### src/design/tkhde_pkg.sv
// ----------------------------------------------------------------------------
// tkhde_pkg
// Shared types, constants and lookup functions for the three-key hex digit
// editor: key event codes, segment and place tables, reset digit values.
// ----------------------------------------------------------------------------
`default_nettype none

package tkhde_pkg;

    // Digit count default, legal range 2..4
    localparam int NUM_DIGITS_DEF = 4;

    // Event queue between front and back
    localparam int EVQ_DEPTH = 2;

    // Configuration port
    localparam int APB_ADDR_W  = 3;
    localparam int APB_DATA_W  = 32;
    localparam logic REG_THRESHOLD = 1'b0;   // register index bit paddr[2]
    localparam logic [7:0] THRESHOLD_RESET = 8'd10;

    // Marker ORed into the selected digit's pattern
    localparam logic [7:0] SEL_MARK = 8'h10;

    // Key acted on during a poll
    typedef enum logic [1:0] {
        EV_NONE   = 2'd0,
        EV_SELECT = 2'd1,
        EV_UP     = 2'd2,
        EV_DOWN   = 2'd3
    } key_event_t;

    // One queue request: a poll's event
    typedef struct packed {
        logic       valid;
        key_event_t ev;
    } evq_t;

    // Hex value to segment byte
    function automatic logic [7:0] seg_of(input logic [3:0] value);
        logic [7:0] pat;
        case (value)
            4'h0: pat = 8'haf;
            4'h1: pat = 8'ha0;
            4'h2: pat = 8'hc7;
            4'h3: pat = 8'he5;
            4'h4: pat = 8'he8;
            4'h5: pat = 8'h6d;
            4'h6: pat = 8'h6f;
            4'h7: pat = 8'ha1;
            4'h8: pat = 8'hef;
            4'h9: pat = 8'he9;
            4'ha: pat = 8'heb;
            4'hb: pat = 8'h6e;
            4'hc: pat = 8'h0f;
            4'hd: pat = 8'he6;
            4'he: pat = 8'h4f;
            default: pat = 8'h4b;
        endcase
        return pat;
    endfunction

    // Digit position to common-line place code
    function automatic logic [5:0] place_of(input logic [1:0] pos);
        logic [5:0] code;
        case (pos)
            2'd0: code = 6'h04;
            2'd1: code = 6'h20;
            2'd2: code = 6'h10;
            default: code = 6'h08;
        endcase
        return code;
    endfunction

    // Power-up digit values by position
    function automatic logic [3:0] reset_digit(input logic [1:0] pos);
        logic [3:0] value;
        case (pos)
            2'd0: value = 4'd4;
            2'd1: value = 4'd3;
            2'd2: value = 4'd2;
            default: value = 4'd1;
        endcase
        return value;
    endfunction

endpackage

`default_nettype wire

### src/design/three_key_hex_digit_editor_unit.sv
// ----------------------------------------------------------------------------
// three_key_hex_digit_editor_unit
// Three-key hex digit editor: debounces key polls and produces one
// seven-segment result per display digit for every poll.
// ----------------------------------------------------------------------------
// Each accepted poll yields NUM_DIGITS results, digit 0 first, with m_last on
// the final one. The back end sends one digit result per cycle while m_ready
// does not hold the output register, and takes the next queued poll as it
// loads the last result of the current one. From idle, a poll's event passes
// through the event queue and the idle state before its first result loads.
// A two-entry event queue sits between the key front end and the display
// back end; while m_ready holds results, polls are accepted until it is full.
// press_threshold (address 0) sets the poll count at which a held key counts
// as pressed; a value of zero means 256 polls.
`default_nettype none

module three_key_hex_digit_editor_unit #(
    parameter int NUM_DIGITS = tkhde_pkg::NUM_DIGITS_DEF
) (
    input  wire logic                             aclk,
    input  wire logic                             aresetn,
    // key poll requests
    input  wire logic                             s_valid,
    output      logic                             s_ready,
    input  wire logic                             s_key_one_pressed,
    input  wire logic                             s_key_two_pressed,
    input  wire logic                             s_key_three_pressed,
    // digit results
    output      logic                             m_valid,
    input  wire logic                             m_ready,
    output      logic [7:0]                       m_segment_pattern,
    output      logic [5:0]                       m_digit_enable,
    output      logic [1:0]                       m_key_event,
    output      logic                             m_last,
    // register port
    input  wire logic                             psel,
    input  wire logic                             penable,
    input  wire logic                             pwrite,
    input  wire logic [tkhde_pkg::APB_ADDR_W-1:0] paddr,
    input  wire logic [tkhde_pkg::APB_DATA_W-1:0] pwdata,
    output      logic [tkhde_pkg::APB_DATA_W-1:0] prdata,
    output      logic                             pready
);

    logic [7:0]       threshold_reg;
    logic             reg_hit;
    logic             evq_full;
    logic             evq_pop;
    tkhde_pkg::evq_t  evq_push;
    tkhde_pkg::evq_t  evq_head;

    // Register file: one threshold register
    assign pready  = 1'b1;
    assign reg_hit = (paddr[2] == tkhde_pkg::REG_THRESHOLD);

    always_ff @(posedge aclk) begin
        if (!aresetn) begin
            threshold_reg <= tkhde_pkg::THRESHOLD_RESET;
        end else if (psel && penable && pwrite && pready && reg_hit) begin
            threshold_reg <= pwdata[7:0];
        end
    end

    assign prdata = reg_hit ? {{(tkhde_pkg::APB_DATA_W - 8){1'b0}}, threshold_reg} : '0;

    tkhde_front u_front (
        .aclk                (aclk),
        .aresetn             (aresetn),
        .s_valid             (s_valid),
        .s_ready             (s_ready),
        .s_key_one_pressed   (s_key_one_pressed),
        .s_key_two_pressed   (s_key_two_pressed),
        .s_key_three_pressed (s_key_three_pressed),
        .press_threshold     (threshold_reg),
        .evq_full            (evq_full),
        .evq_push            (evq_push)
    );

    tkhde_evq u_evq (
        .aclk    (aclk),
        .aresetn (aresetn),
        .push    (evq_push),
        .full    (evq_full),
        .head    (evq_head),
        .pop     (evq_pop)
    );

    tkhde_back #(
        .NUM_DIGITS (NUM_DIGITS)
    ) u_back (
        .aclk              (aclk),
        .aresetn           (aresetn),
        .evq_head          (evq_head),
        .evq_pop           (evq_pop),
        .m_valid           (m_valid),
        .m_ready           (m_ready),
        .m_segment_pattern (m_segment_pattern),
        .m_digit_enable    (m_digit_enable),
        .m_key_event       (m_key_event),
        .m_last            (m_last)
    );

endmodule

`default_nettype wire

### src/design/tkhde_front.sv
// ----------------------------------------------------------------------------
// tkhde_front
// Accepts key polls, runs the press counter and hold logic, and queues one
// key event per poll for the back end.
// ----------------------------------------------------------------------------
`default_nettype none

module tkhde_front (
    input  wire logic             aclk,
    input  wire logic             aresetn,
    input  wire logic             s_valid,
    output      logic             s_ready,
    input  wire logic             s_key_one_pressed,
    input  wire logic             s_key_two_pressed,
    input  wire logic             s_key_three_pressed,
    input  wire logic [7:0]       press_threshold,
    input  wire logic             evq_full,
    output      tkhde_pkg::evq_t  evq_push
);

    logic [7:0]            count_reg, count_next;
    logic                  held_reg, held_next;
    tkhde_pkg::key_event_t capt_reg, capt_next;
    tkhde_pkg::key_event_t key;
    tkhde_pkg::key_event_t ev;
    logic                  accept;

    assign s_ready = !evq_full;
    assign accept  = s_valid && s_ready;

    // Priority: key one over key two over key three
    always_comb begin
        if (s_key_one_pressed) begin
            key = tkhde_pkg::EV_SELECT;
        end else if (s_key_two_pressed) begin
            key = tkhde_pkg::EV_UP;
        end else if (s_key_three_pressed) begin
            key = tkhde_pkg::EV_DOWN;
        end else begin
            key = tkhde_pkg::EV_NONE;
        end
    end

    // Press counter, hold flag and capture
    always_comb begin
        count_next = count_reg;
        held_next  = held_reg;
        capt_next  = capt_reg;
        ev         = tkhde_pkg::EV_NONE;
        if (key != tkhde_pkg::EV_NONE) begin
            count_next = count_reg + 8'd1;
            if (count_next == press_threshold) begin
                held_next = 1'b1;
                capt_next = key;
            end
        end else begin
            count_next = 8'd0;
            if (held_reg) begin
                held_next = 1'b0;
                ev        = capt_reg;
            end
        end
    end

    always_ff @(posedge aclk) begin
        if (!aresetn) begin
            count_reg <= 8'd0;
            held_reg  <= 1'b0;
            capt_reg  <= tkhde_pkg::EV_NONE;
        end else if (accept) begin
            count_reg <= count_next;
            held_reg  <= held_next;
            capt_reg  <= capt_next;
        end
    end

    // Every accepted poll queues its event, none included
    assign evq_push.valid = accept;
    assign evq_push.ev    = ev;

endmodule

`default_nettype wire

### src/design/tkhde_evq.sv
// ----------------------------------------------------------------------------
// tkhde_evq
// Short queue of key events between the front and the back end.
// ----------------------------------------------------------------------------
`default_nettype none

module tkhde_evq (
    input  wire logic             aclk,
    input  wire logic             aresetn,
    input  wire tkhde_pkg::evq_t  push,
    output      logic             full,
    output      tkhde_pkg::evq_t  head,
    input  wire logic             pop
);

    localparam int DEPTH = tkhde_pkg::EVQ_DEPTH;
    localparam int PTR_W = (DEPTH > 1) ? $clog2(DEPTH) : 1;
    localparam int CNT_W = $clog2(DEPTH + 1);

    tkhde_pkg::key_event_t slot_reg [DEPTH];
    logic [PTR_W-1:0]      wr_ptr_reg, rd_ptr_reg;
    logic [CNT_W-1:0]      fill_reg;
    logic                  do_push, do_pop;

    assign full    = (fill_reg == CNT_W'(DEPTH));
    assign do_push = push.valid && !full;
    assign do_pop  = pop && (fill_reg != '0);

    assign head.valid = (fill_reg != '0);
    assign head.ev    = slot_reg[rd_ptr_reg];

    // Storage
    always_ff @(posedge aclk) begin
        if (do_push) begin
            slot_reg[wr_ptr_reg] <= push.ev;
        end
    end

    // Pointers and fill count
    always_ff @(posedge aclk) begin
        if (!aresetn) begin
            wr_ptr_reg <= '0;
            rd_ptr_reg <= '0;
            fill_reg   <= '0;
        end else begin
            if (do_push) begin
                wr_ptr_reg <= (wr_ptr_reg == PTR_W'(DEPTH - 1)) ? '0 : wr_ptr_reg + PTR_W'(1);
            end
            if (do_pop) begin
                rd_ptr_reg <= (rd_ptr_reg == PTR_W'(DEPTH - 1)) ? '0 : rd_ptr_reg + PTR_W'(1);
            end
            if (do_push && !do_pop) begin
                fill_reg <= fill_reg + CNT_W'(1);
            end else if (do_pop && !do_push) begin
                fill_reg <= fill_reg - CNT_W'(1);
            end
        end
    end

endmodule

`default_nettype wire

### src/design/tkhde_back.sv
// ----------------------------------------------------------------------------
// tkhde_back
// Applies queued key events to the selected digit and digit values, then
// sends one display result per digit through an output register.
// ----------------------------------------------------------------------------
`default_nettype none

module tkhde_back #(
    parameter int NUM_DIGITS = tkhde_pkg::NUM_DIGITS_DEF
) (
    input  wire logic             aclk,
    input  wire logic             aresetn,
    input  wire tkhde_pkg::evq_t  evq_head,
    output      logic             evq_pop,
    output      logic             m_valid,
    input  wire logic             m_ready,
    output      logic [7:0]       m_segment_pattern,
    output      logic [5:0]       m_digit_enable,
    output      logic [1:0]       m_key_event,
    output      logic             m_last
);

    localparam int POS_W = $clog2(NUM_DIGITS);

    typedef enum logic [1:0] {
        ST_IDLE = 2'b01,
        ST_EMIT = 2'b10
    } state_t;

    state_t                state_reg, state_next;
    logic [POS_W-1:0]      pos_reg, pos_next;
    logic [POS_W-1:0]      sel_reg;
    logic [3:0]            digit_reg [NUM_DIGITS];
    tkhde_pkg::key_event_t ev_reg;
    logic                  out_valid_reg;
    logic [7:0]            seg_reg;
    logic [5:0]            place_reg;
    logic [1:0]            event_reg;
    logic                  last_reg;
    logic                  load_ok;
    logic                  load;
    logic                  pos_is_last;
    logic [7:0]            seg_now;

    assign load_ok     = !out_valid_reg || m_ready;
    assign pos_is_last = (pos_reg == POS_W'(NUM_DIGITS - 1));

    // Sequencer: take an event, then walk the digits
    always_comb begin
        state_next = state_reg;
        pos_next   = pos_reg;
        load       = 1'b0;
        evq_pop    = 1'b0;
        case (state_reg)
            ST_IDLE: begin
                if (evq_head.valid) begin
                    evq_pop    = 1'b1;
                    state_next = ST_EMIT;
                    pos_next   = '0;
                end
            end
            ST_EMIT: begin
                if (load_ok) begin
                    load = 1'b1;
                    if (pos_is_last) begin
                        pos_next = '0;
                        // chain straight into the next poll if one waits
                        if (evq_head.valid) begin
                            evq_pop = 1'b1;
                        end else begin
                            state_next = ST_IDLE;
                        end
                    end else begin
                        pos_next = pos_reg + POS_W'(1);
                    end
                end
            end
            default: begin
                state_next = ST_IDLE;
                pos_next   = '0;
            end
        endcase
    end

    always_ff @(posedge aclk) begin
        if (!aresetn) begin
            state_reg <= ST_IDLE;
            pos_reg   <= '0;
        end else begin
            state_reg <= state_next;
            pos_reg   <= pos_next;
        end
    end

    // Edit state: selection and digit values
    always_ff @(posedge aclk) begin
        if (!aresetn) begin
            sel_reg <= '0;
            ev_reg  <= tkhde_pkg::EV_NONE;
            for (int i = 0; i < NUM_DIGITS; i++) begin
                digit_reg[i] <= tkhde_pkg::reset_digit(2'(i));
            end
        end else if (evq_pop) begin
            ev_reg <= evq_head.ev;
            if (evq_head.ev == tkhde_pkg::EV_SELECT) begin
                sel_reg <= (sel_reg == POS_W'(NUM_DIGITS - 1)) ? '0 : sel_reg + POS_W'(1);
            end
            for (int i = 0; i < NUM_DIGITS; i++) begin
                if (sel_reg == POS_W'(i)) begin
                    if (evq_head.ev == tkhde_pkg::EV_UP) begin
                        digit_reg[i] <= digit_reg[i] + 4'd1;
                    end else if (evq_head.ev == tkhde_pkg::EV_DOWN) begin
                        digit_reg[i] <= digit_reg[i] - 4'd1;
                    end
                end
            end
        end
    end

    // Pattern of the current digit, marked when selected
    assign seg_now = tkhde_pkg::seg_of(digit_reg[pos_reg])
                   | ((pos_reg == sel_reg) ? tkhde_pkg::SEL_MARK : 8'h00);

    // Output register
    always_ff @(posedge aclk) begin
        if (!aresetn) begin
            out_valid_reg <= 1'b0;
        end else if (load) begin
            out_valid_reg <= 1'b1;
        end else if (m_ready) begin
            out_valid_reg <= 1'b0;
        end
    end

    always_ff @(posedge aclk) begin
        if (load) begin
            seg_reg   <= seg_now;
            place_reg <= tkhde_pkg::place_of(2'(pos_reg));
            event_reg <= ev_reg;
            last_reg  <= pos_is_last;
        end
    end

    assign m_valid           = out_valid_reg;
    assign m_segment_pattern = seg_reg;
    assign m_digit_enable    = place_reg;
    assign m_key_event       = event_reg;
    assign m_last            = last_reg;

endmodule

`default_nettype wire

### config.mk
export PLATFORM = sky130hd
export DESIGN_NAME = three_key_hex_digit_editor_unit
export DESIGN_NICKNAME = d
export VERILOG_FILES = /design/src/design/tkhde_pkg.sv /design/src/design/three_key_hex_digit_editor_unit.sv /design/src/design/tkhde_front.sv /design/src/design/tkhde_evq.sv /design/src/design/tkhde_back.sv
export SDC_FILE = /design/constraint.sdc
export NUM_CORES = 1
export LEC_CHECK = 0
export BUFFER_PORTS_ARGS = -buffer_cell sky130_fd_sc_hd__buf_2
export CORE_ASPECT_RATIO = 1.2
export CORE_UTILIZATION = 59
export DETAILED_ROUTE_END_ITERATION = 12
export GPL_ROUTABILITY_DRIVEN = 0
export PLACE_DENSITY = 0.86
export SYNTH_ARGS = -nofsm -noshare
export SYNTH_HDL_FRONTEND = slang
export SYNTH_SLANG_ARGS = --single-unit
### constraint.sdc
create_clock -name aclk -period 6.6 [get_ports aclk]
set_input_delay 0.33 -clock aclk [delete_from_list [all_inputs] [get_ports aclk]]
set_output_delay 0.33 -clock aclk [all_outputs]
set_load 0.005 [all_outputs]
==> summary.txt, run 1 <==
Timing
  – Period utilization: a little under half
  – # setup viols final: 0
  – Slew HR: a little over a fifth
  – Slack of the critical path: about 3500 ps
  – Max frequency: 327 MHz
  – Worst Skew: around 6.5 ps
  – Setup TNS: 0 ps
  – Final hold vios: 0
  – Final Max Tran Viols: 0
  – Fin crit period: 3060 ps
  – Worst-Margin Slew: 1180 ps
  – RSZ-0062 raised after global routing: no

Route
  – 1st-iter DRT viols: around 160
  – Number of routed nets with antenna violations: 0
  – Post-Route WL: just under 8 mm
  – Vias: around 3000
  – DRC Markers: 0
  – Drt pass-1 iters: 5
  – Wirelength per Cell: 14.1 um
  – DR vias/cell: 5.42

Floorplanning
  – Die area: around 7400 sq um
  – Standard-cell rows: 33
  – I/O Pins: 97
  – Initial Util: just over 60%
  – DIE WIDTH: 78.9 um
  – Die H: between 90 and 100 um
  – Core area: 6850 sq um

Finish
  – Largest register FFs: 16
  – NumNets Final: 529
  – Finished Core Util: between 60% and 70%
  – Share of post-route cells with drive strength above 1: about 16%
  – Most frequent cells in the layout: buf_2, nand2_1, dfxtp_1, edfxtp_1, ha_1
  – Most frequent standard cell in the layout excluding fill and tap cells: buf_2
  – Area Overhead vs Synth: 7.77%
  – Antenna Cells: 0

Clock tree
  – Clk sinks: 70
  – Worst-Skew Late Latency: 350 ps
  – TritonCTS clock tree: built
  – CTS buffer count: 9
  – Clk slew on worst S/H paths: 70 ps
  – Bufs on Longest Clock Path: 2
  – Postcts setup bufs: 0
  – # hold bufs at CTS: 0
  – Clock root buffer: clkbuf_8
  – Post-cts resize count: 0
  – # H-tree levels: 3

Setup path
  – Crit end category: register
  – Reg-to-reg slack, setup: 3540 ps
  – Max stage delay on crit path: roughly 520 ps
  – Arrival @ worst endpoint: 3150 ps
  – FF-to-FF path depth: 10
  – Crit-path max FO: 8
  – Startpoint Class: register
  – Crit-path cells: ha_1 > a31oi_2 > nor4_4 > nand2_1 > nor2_1 > ha_1 > a21o_1 > a21oi_1 > xnor2_1 > nor2_1
  – WP data required: 6690 ps
  – WS Path Type: reg -> reg
  – Max stage delay cell, worst path: nor4_4

Synth
  – Post-synth EDFFs: 35
  – Post-synth cell types: 58
  – Gate Count Post-Synth: just over 400
  – Area contributors post-synth: edfxtp_1, dfxtp_1, ha_1
  – Yosys top cell area share: 25.1%
  – Yosys reg bits: 70
  – Fraction of registers with async set/reset: 0%
  – Cell taking the most area after synthesis: edfxtp_1
  – Mapped cell area: between 4000 and 5000 sq um
  – Synth Flop Type: edfxtp_1
  – Syn_area_per_cell: 10.1 sq um
  – Sequential fraction of the synthesis area: a little over two fifths
  – Synth Warn #: 0

Place
  – Port-buffer cells: 43
  – DP Worst Slack: around 3700 ps
  – DP HPWL: around 5.5 mm

Worst hold path
  – WHS Path Cells: 3
  – Hold Path Class: in -> reg

Global routing
  – Antenna violations before repair: 0
  – Largest net degree at the start of global routing: 40
  – Vias in the first global route: about 2900
  – Grt total ovfl: 0
  – Gr usage total: 22.1%
  – First-pass GRT wire length: 12.6 mm

Power and ir drop
  – Leakage: between 1.5 and 2 nW
  – Power Density: 260 nW/um^2
  – Max IR drop VDD: between 0.1 and 0.15 mV

Run
  – Max cap viols: 0

Run status
  – Run status: finished clean
final cells by class:
class                   instances  area, sq um
clock inverters                 5         30.0
repair buffers                 44          223
clock buffers                  11          153
multi-input cells             309         2180
inverters                      19         71.3
well taps                      87          109
fillers                       541         2340
flip-flops and latches         70         1750
power breakdown:
group | internal, W | switching [W] | leakage [nW]
combinational | 0.000135 | 0.000177 | 1.18
clock | 0.000158 | 0.000162 | 0.0951
sequential | 0.000510 | 0.0000317 | 0.603
total | 0.000803 | 0.000372 | 1.88
cell usage after synthesis (12+ instances only):
library cell	number
and2_1	12
nand2_1	36
nor2b_1	21
edfxtp_1	35
ha_1	28
o21ai_0	13
buf_4	28
xor2_1	16
nor2_1	24
dfxtp_1	35
a21oi_1	14
inv_1	18
critical path: cells and delay by family, from the launching register on:
kind,cells,cell delay [ps]
AOI/OAI and AO/OA,3,580
xor gates and xnor gates,1,160
DFF,1,470
adders and majority gates,2,550
and+or+nand+nor,4,1050
per-stage QoR:
| step | hold WS (ps) | power, W | instances | area, sq um |
|---|---|---|---|---|
| after floorplan | 408 | 0.000795 | 440 | 4280 |
| after global placement | 442 | 0.000842 | 529 | 4330 |
| after detailed placement | 455 | 0.000857 | 529 | 4330 |
| after CTS | 192 | 0.00118 | 545 | 4510 |
| after global routing | 200 | 0.00123 | 545 | 4510 |
| final | 195 | 0.00117 | 545 | 4510 |
metal layers:
| metal | share of wire, % | vias up | wire, um | global-route usage, % |
|---|---|---|---|---|
| met1 | 40 | 1368 | 3080 | 22.6 |
| met3 | 4.4 | 23 | 340 | 4.17 |
| met5 | 0 | - | 0 | 0 |
| li1 | - | 1464 | - | - |
| met2 | 53 | 101 | 4050 | 41.7 |
| met4 | 2.8 | 0 | 214 | 12.4 |
cells by family after synthesis:
kind of cell	synth area share, %
fa+ha+maj	9.80
buf+inv	8.46
mux	4.63
simple gates	18.9
flops	41.8
xor+xnor	5.65
compound gates	10.5
other cells	0.179
path summary, 6_finish.rpt:
kind | startpoint | end
setup / recovery | u_back.pos_reg[0] | u_back.digit_reg[0][3]
hold / removal | pwdata[3] | threshold_reg[3]
setup reg to reg | u_back.pos_reg[0] | u_back.digit_reg[0][3]
hold reg to reg | u_back.ev_reg[0] | u_back.m_key_event[0]
Note: power is estimated with default switching activity, not from simulation.
==> run 2: changes to the inputs <==
--- a/config.mk
+++ b/config.mk
@@ -7,10 +7,10 @@
 export LEC_CHECK = 0
 export BUFFER_PORTS_ARGS = -buffer_cell sky130_fd_sc_hd__buf_2
 export CORE_ASPECT_RATIO = 1.2
-export CORE_UTILIZATION = 59
+export CORE_UTILIZATION = 49
 export DETAILED_ROUTE_END_ITERATION = 12
 export GPL_ROUTABILITY_DRIVEN = 0
-export PLACE_DENSITY = 0.86
+export PLACE_DENSITY = 0.77
 export SYNTH_ARGS = -nofsm -noshare
 export SYNTH_HDL_FRONTEND = slang
 export SYNTH_SLANG_ARGS = --single-unit
==> constraint.sdc (replaced) <==
create_clock -name aclk -period 2.7 [get_ports aclk]
set_input_delay 0.135 -clock aclk [delete_from_list [all_inputs] [get_ports aclk]]
set_output_delay 0.135 -clock aclk [all_outputs]
set_load 0.005 [all_outputs]
==> run 2 against run 1 <==
Net effect:
- hold slack lost 160 ps
- critical endpoint is now u_back.digit_reg[1][3]
- critical path type unchanged
- non-clock buffer count increased by 12
- first-iteration DRC count fell by 32%
- register-to-register slack got worse by 3400 ps
- fmax rose by 21%
- clock power rose to 2.8 times the previous value
- sequential cell count is the same
==> summary.txt, run 2 (same netlist as run 1, synthesis figures left out) <==
Floorplanning
  – Core area: 8200 sq um
  – Standard-cell rows: 36
  – Die H: 103 um
  – Initial Util: 51.1%
  – DIE WIDTH: between 80 and 90 um
  – I/O Pins: 97
  – Die area: 8920 sq um

Route
  – Wirelength per Cell: 13.0 um
  – 1st-iter DRT viols: 107
  – Drt pass-1 iters: 4
  – Post-Route WL: 7.60 mm
  – Number of routed nets with antenna violations: 0
  – DR vias/cell: between 5 and 6
  – DRC Markers: 0
  – Vias: approximately 3000

Worst hold path
  – Hold Path Class: in -> reg

Timing
  – Final Max Tran Viols: 0
  – RSZ-0062 raised after global routing: no
  – Final hold vios: 0
  – Setup TNS: 0 ps
  – Fin crit period: 2520 ps
  – Worst Skew: about 8.4 ps
  – Slack of the critical path: 180 ps
  – Period utilization: 93.3%
  – # setup viols final: 0
  – Slew HR: 62.3%
  – Max frequency: between 300 and 400 MHz
  – Worst-Margin Slew: 559 ps

Power and ir drop
  – Leakage: 1.95 nW
  – Design Power: 0.00303 W
  – Power Density: between 600 and 700 nW/um^2
  – Max IR drop VDD: 0.317 mV

Setup path
  – Crit end category: register
  – R2r endpoint: u_back.digit_reg[1][3]
  – Arrival @ worst endpoint: 2620 ps
  – Crit-path max FO: 6
  – Startpoint Class: register
  – Crit-path cells: inv_1 > ha_2 > a31oi_4 > nor4_4 > buf_4 > nand2_1 > nor2_2 > ha_1 > a21o_1 > a21oi_1 > xnor2_1 > nor2_1
  – Max stage delay on crit path: around 340 ps
  – WP data required: around 2800 ps
  – Max stage delay cell, worst path: nor4_4
  – Reg-to-reg slack, setup: 180 ps
  – Crit. Startpoint: u_back.state_reg[0]
  – CP endpoint: u_back.digit_reg[1][3]
  – Levels on crit path: 12
  – CP delay by family, top: simple AND/OR/NAND/NOR gates
  – FF-to-FF path depth: 12
  – Buffers plus inverters on the worst setup path: 2
  – WS Path Type: reg -> reg
  – FF-to-FF Start: u_back.state_reg[0]

Clock tree
  – Clk slew on worst S/H paths: 80 ps
  – # H-tree levels: 3
  – Clock root buffer: clkbuf_8
  – CTS buffer count: 9
  – Bufs on Longest Clock Path: 2
  – Worst-Skew Late Latency: around 350 ps
  – TritonCTS clock tree: built
  – Clk sinks: 70

Global routing
  – Grt total ovfl: 0
  – Largest net degree at the start of global routing: 39
  – First-pass GRT wire length: 12.8 mm
  – Vias in the first global route: 2872
  – Antenna violations before repair: 0
  – Gr usage total: 18.3%

Finish
  – NumNets Final: 541
  – Antenna Cells: 0
  – Most frequent cells in the layout: buf_2, dfxtp_1, edfxtp_1
  – Area Overhead vs Synth: 12.2%
  – Most frequent standard cell in the layout excluding fill and tap cells: buf_2
  – Fillcell total: 737
  – Share of post-route cells with drive strength above 1: 19.6%
  – Largest register FFs: 16

Run
  – Max cap viols: 0

Run status
  – Run status: finished clean

Place
  – DP Worst Slack: between 100 and 150 ps
  – DP HPWL: 5.57 mm
  – Port-buffer cells: 43
## run 2: tightest hold or removal path: cells and delay by family
family	cells	cell delay, ps
AOI/OAI and AO/OA	1	60
buffers and inverters	1	100
and+or+nand+nor	1	50
## run 2: worst min path at each step
| stage | start | end | slack, ps | cells after the start |
|---|---|---|---|---|
| floorplan | pwdata[1] | threshold_reg[1] | 260 | 2 |
| global placement | pwdata[1] | threshold_reg[1] | 350 | 3 |
| detailed placement | pwdata[1] | threshold_reg[1] | 350 | 3 |
| CTS | pwdata[4] | threshold_reg[4] | 20 | 3 |
| global route | pwdata[5] | threshold_reg[5] | 30 | 3 |
| finish | pwdata[5] | threshold_reg[5] | 40 | 3 |
## run 2: final cells by class
type	instances	area (sq um)	area share, %
Timing Repair Buffer	56	318	6.76
Sequential cell	70	1750	37.3
Clock inverter	6	66.3	1.41
Multi-Input combinational cell	309	2200	46.8
Tap cell	114	143	3.04
Inverter	19	71.3	1.52
Clock buffer	10	149	3.17
## run 2: what timing repair did
item,4_1_cts,5_1_grt
endpoints found under the hold margin,2,0
resized for setup,0,7
buffers inserted,0,2
hold buffers,2,0
endpoints found under the setup margin,0,5
## run 2: layer usage
metal  wire length, um  track usage, %
met1              3180            19.8
met2              4090            35.3
met3               252            4.05
met4                84            6.28
met5                 0               0
## run 2: power breakdown
part / leakage [nW] / total, W / internal (W) / switching (W)
Combinational: 1.24 / 0.000807 / 0.000362 / 0.000445
Clock: 0.108 / 0.000909 / 0.000486 / 0.000422
Sequential: 0.603 / 0.00132 / 0.00125 / 0.0000728
## run 2: per-stage QoR
| stage | std cells | util, % | instance area, sq um | hold slack, ps |
|---|---|---|---|---|
| after floorplan | 440 | - | 4280 | 259 |
| after global placement | 564 | 54.0 | 4420 | 347 |
| after CTS | 582 | 56.8 | 4660 | 20.5 |
| final | 584 | 57.3 | 4700 | 36.1 |
| after global routing | 584 | 57.3 | 4700 | 31.7 |
| after detailed placement | 564 | 54.0 | 4420 | 351 |
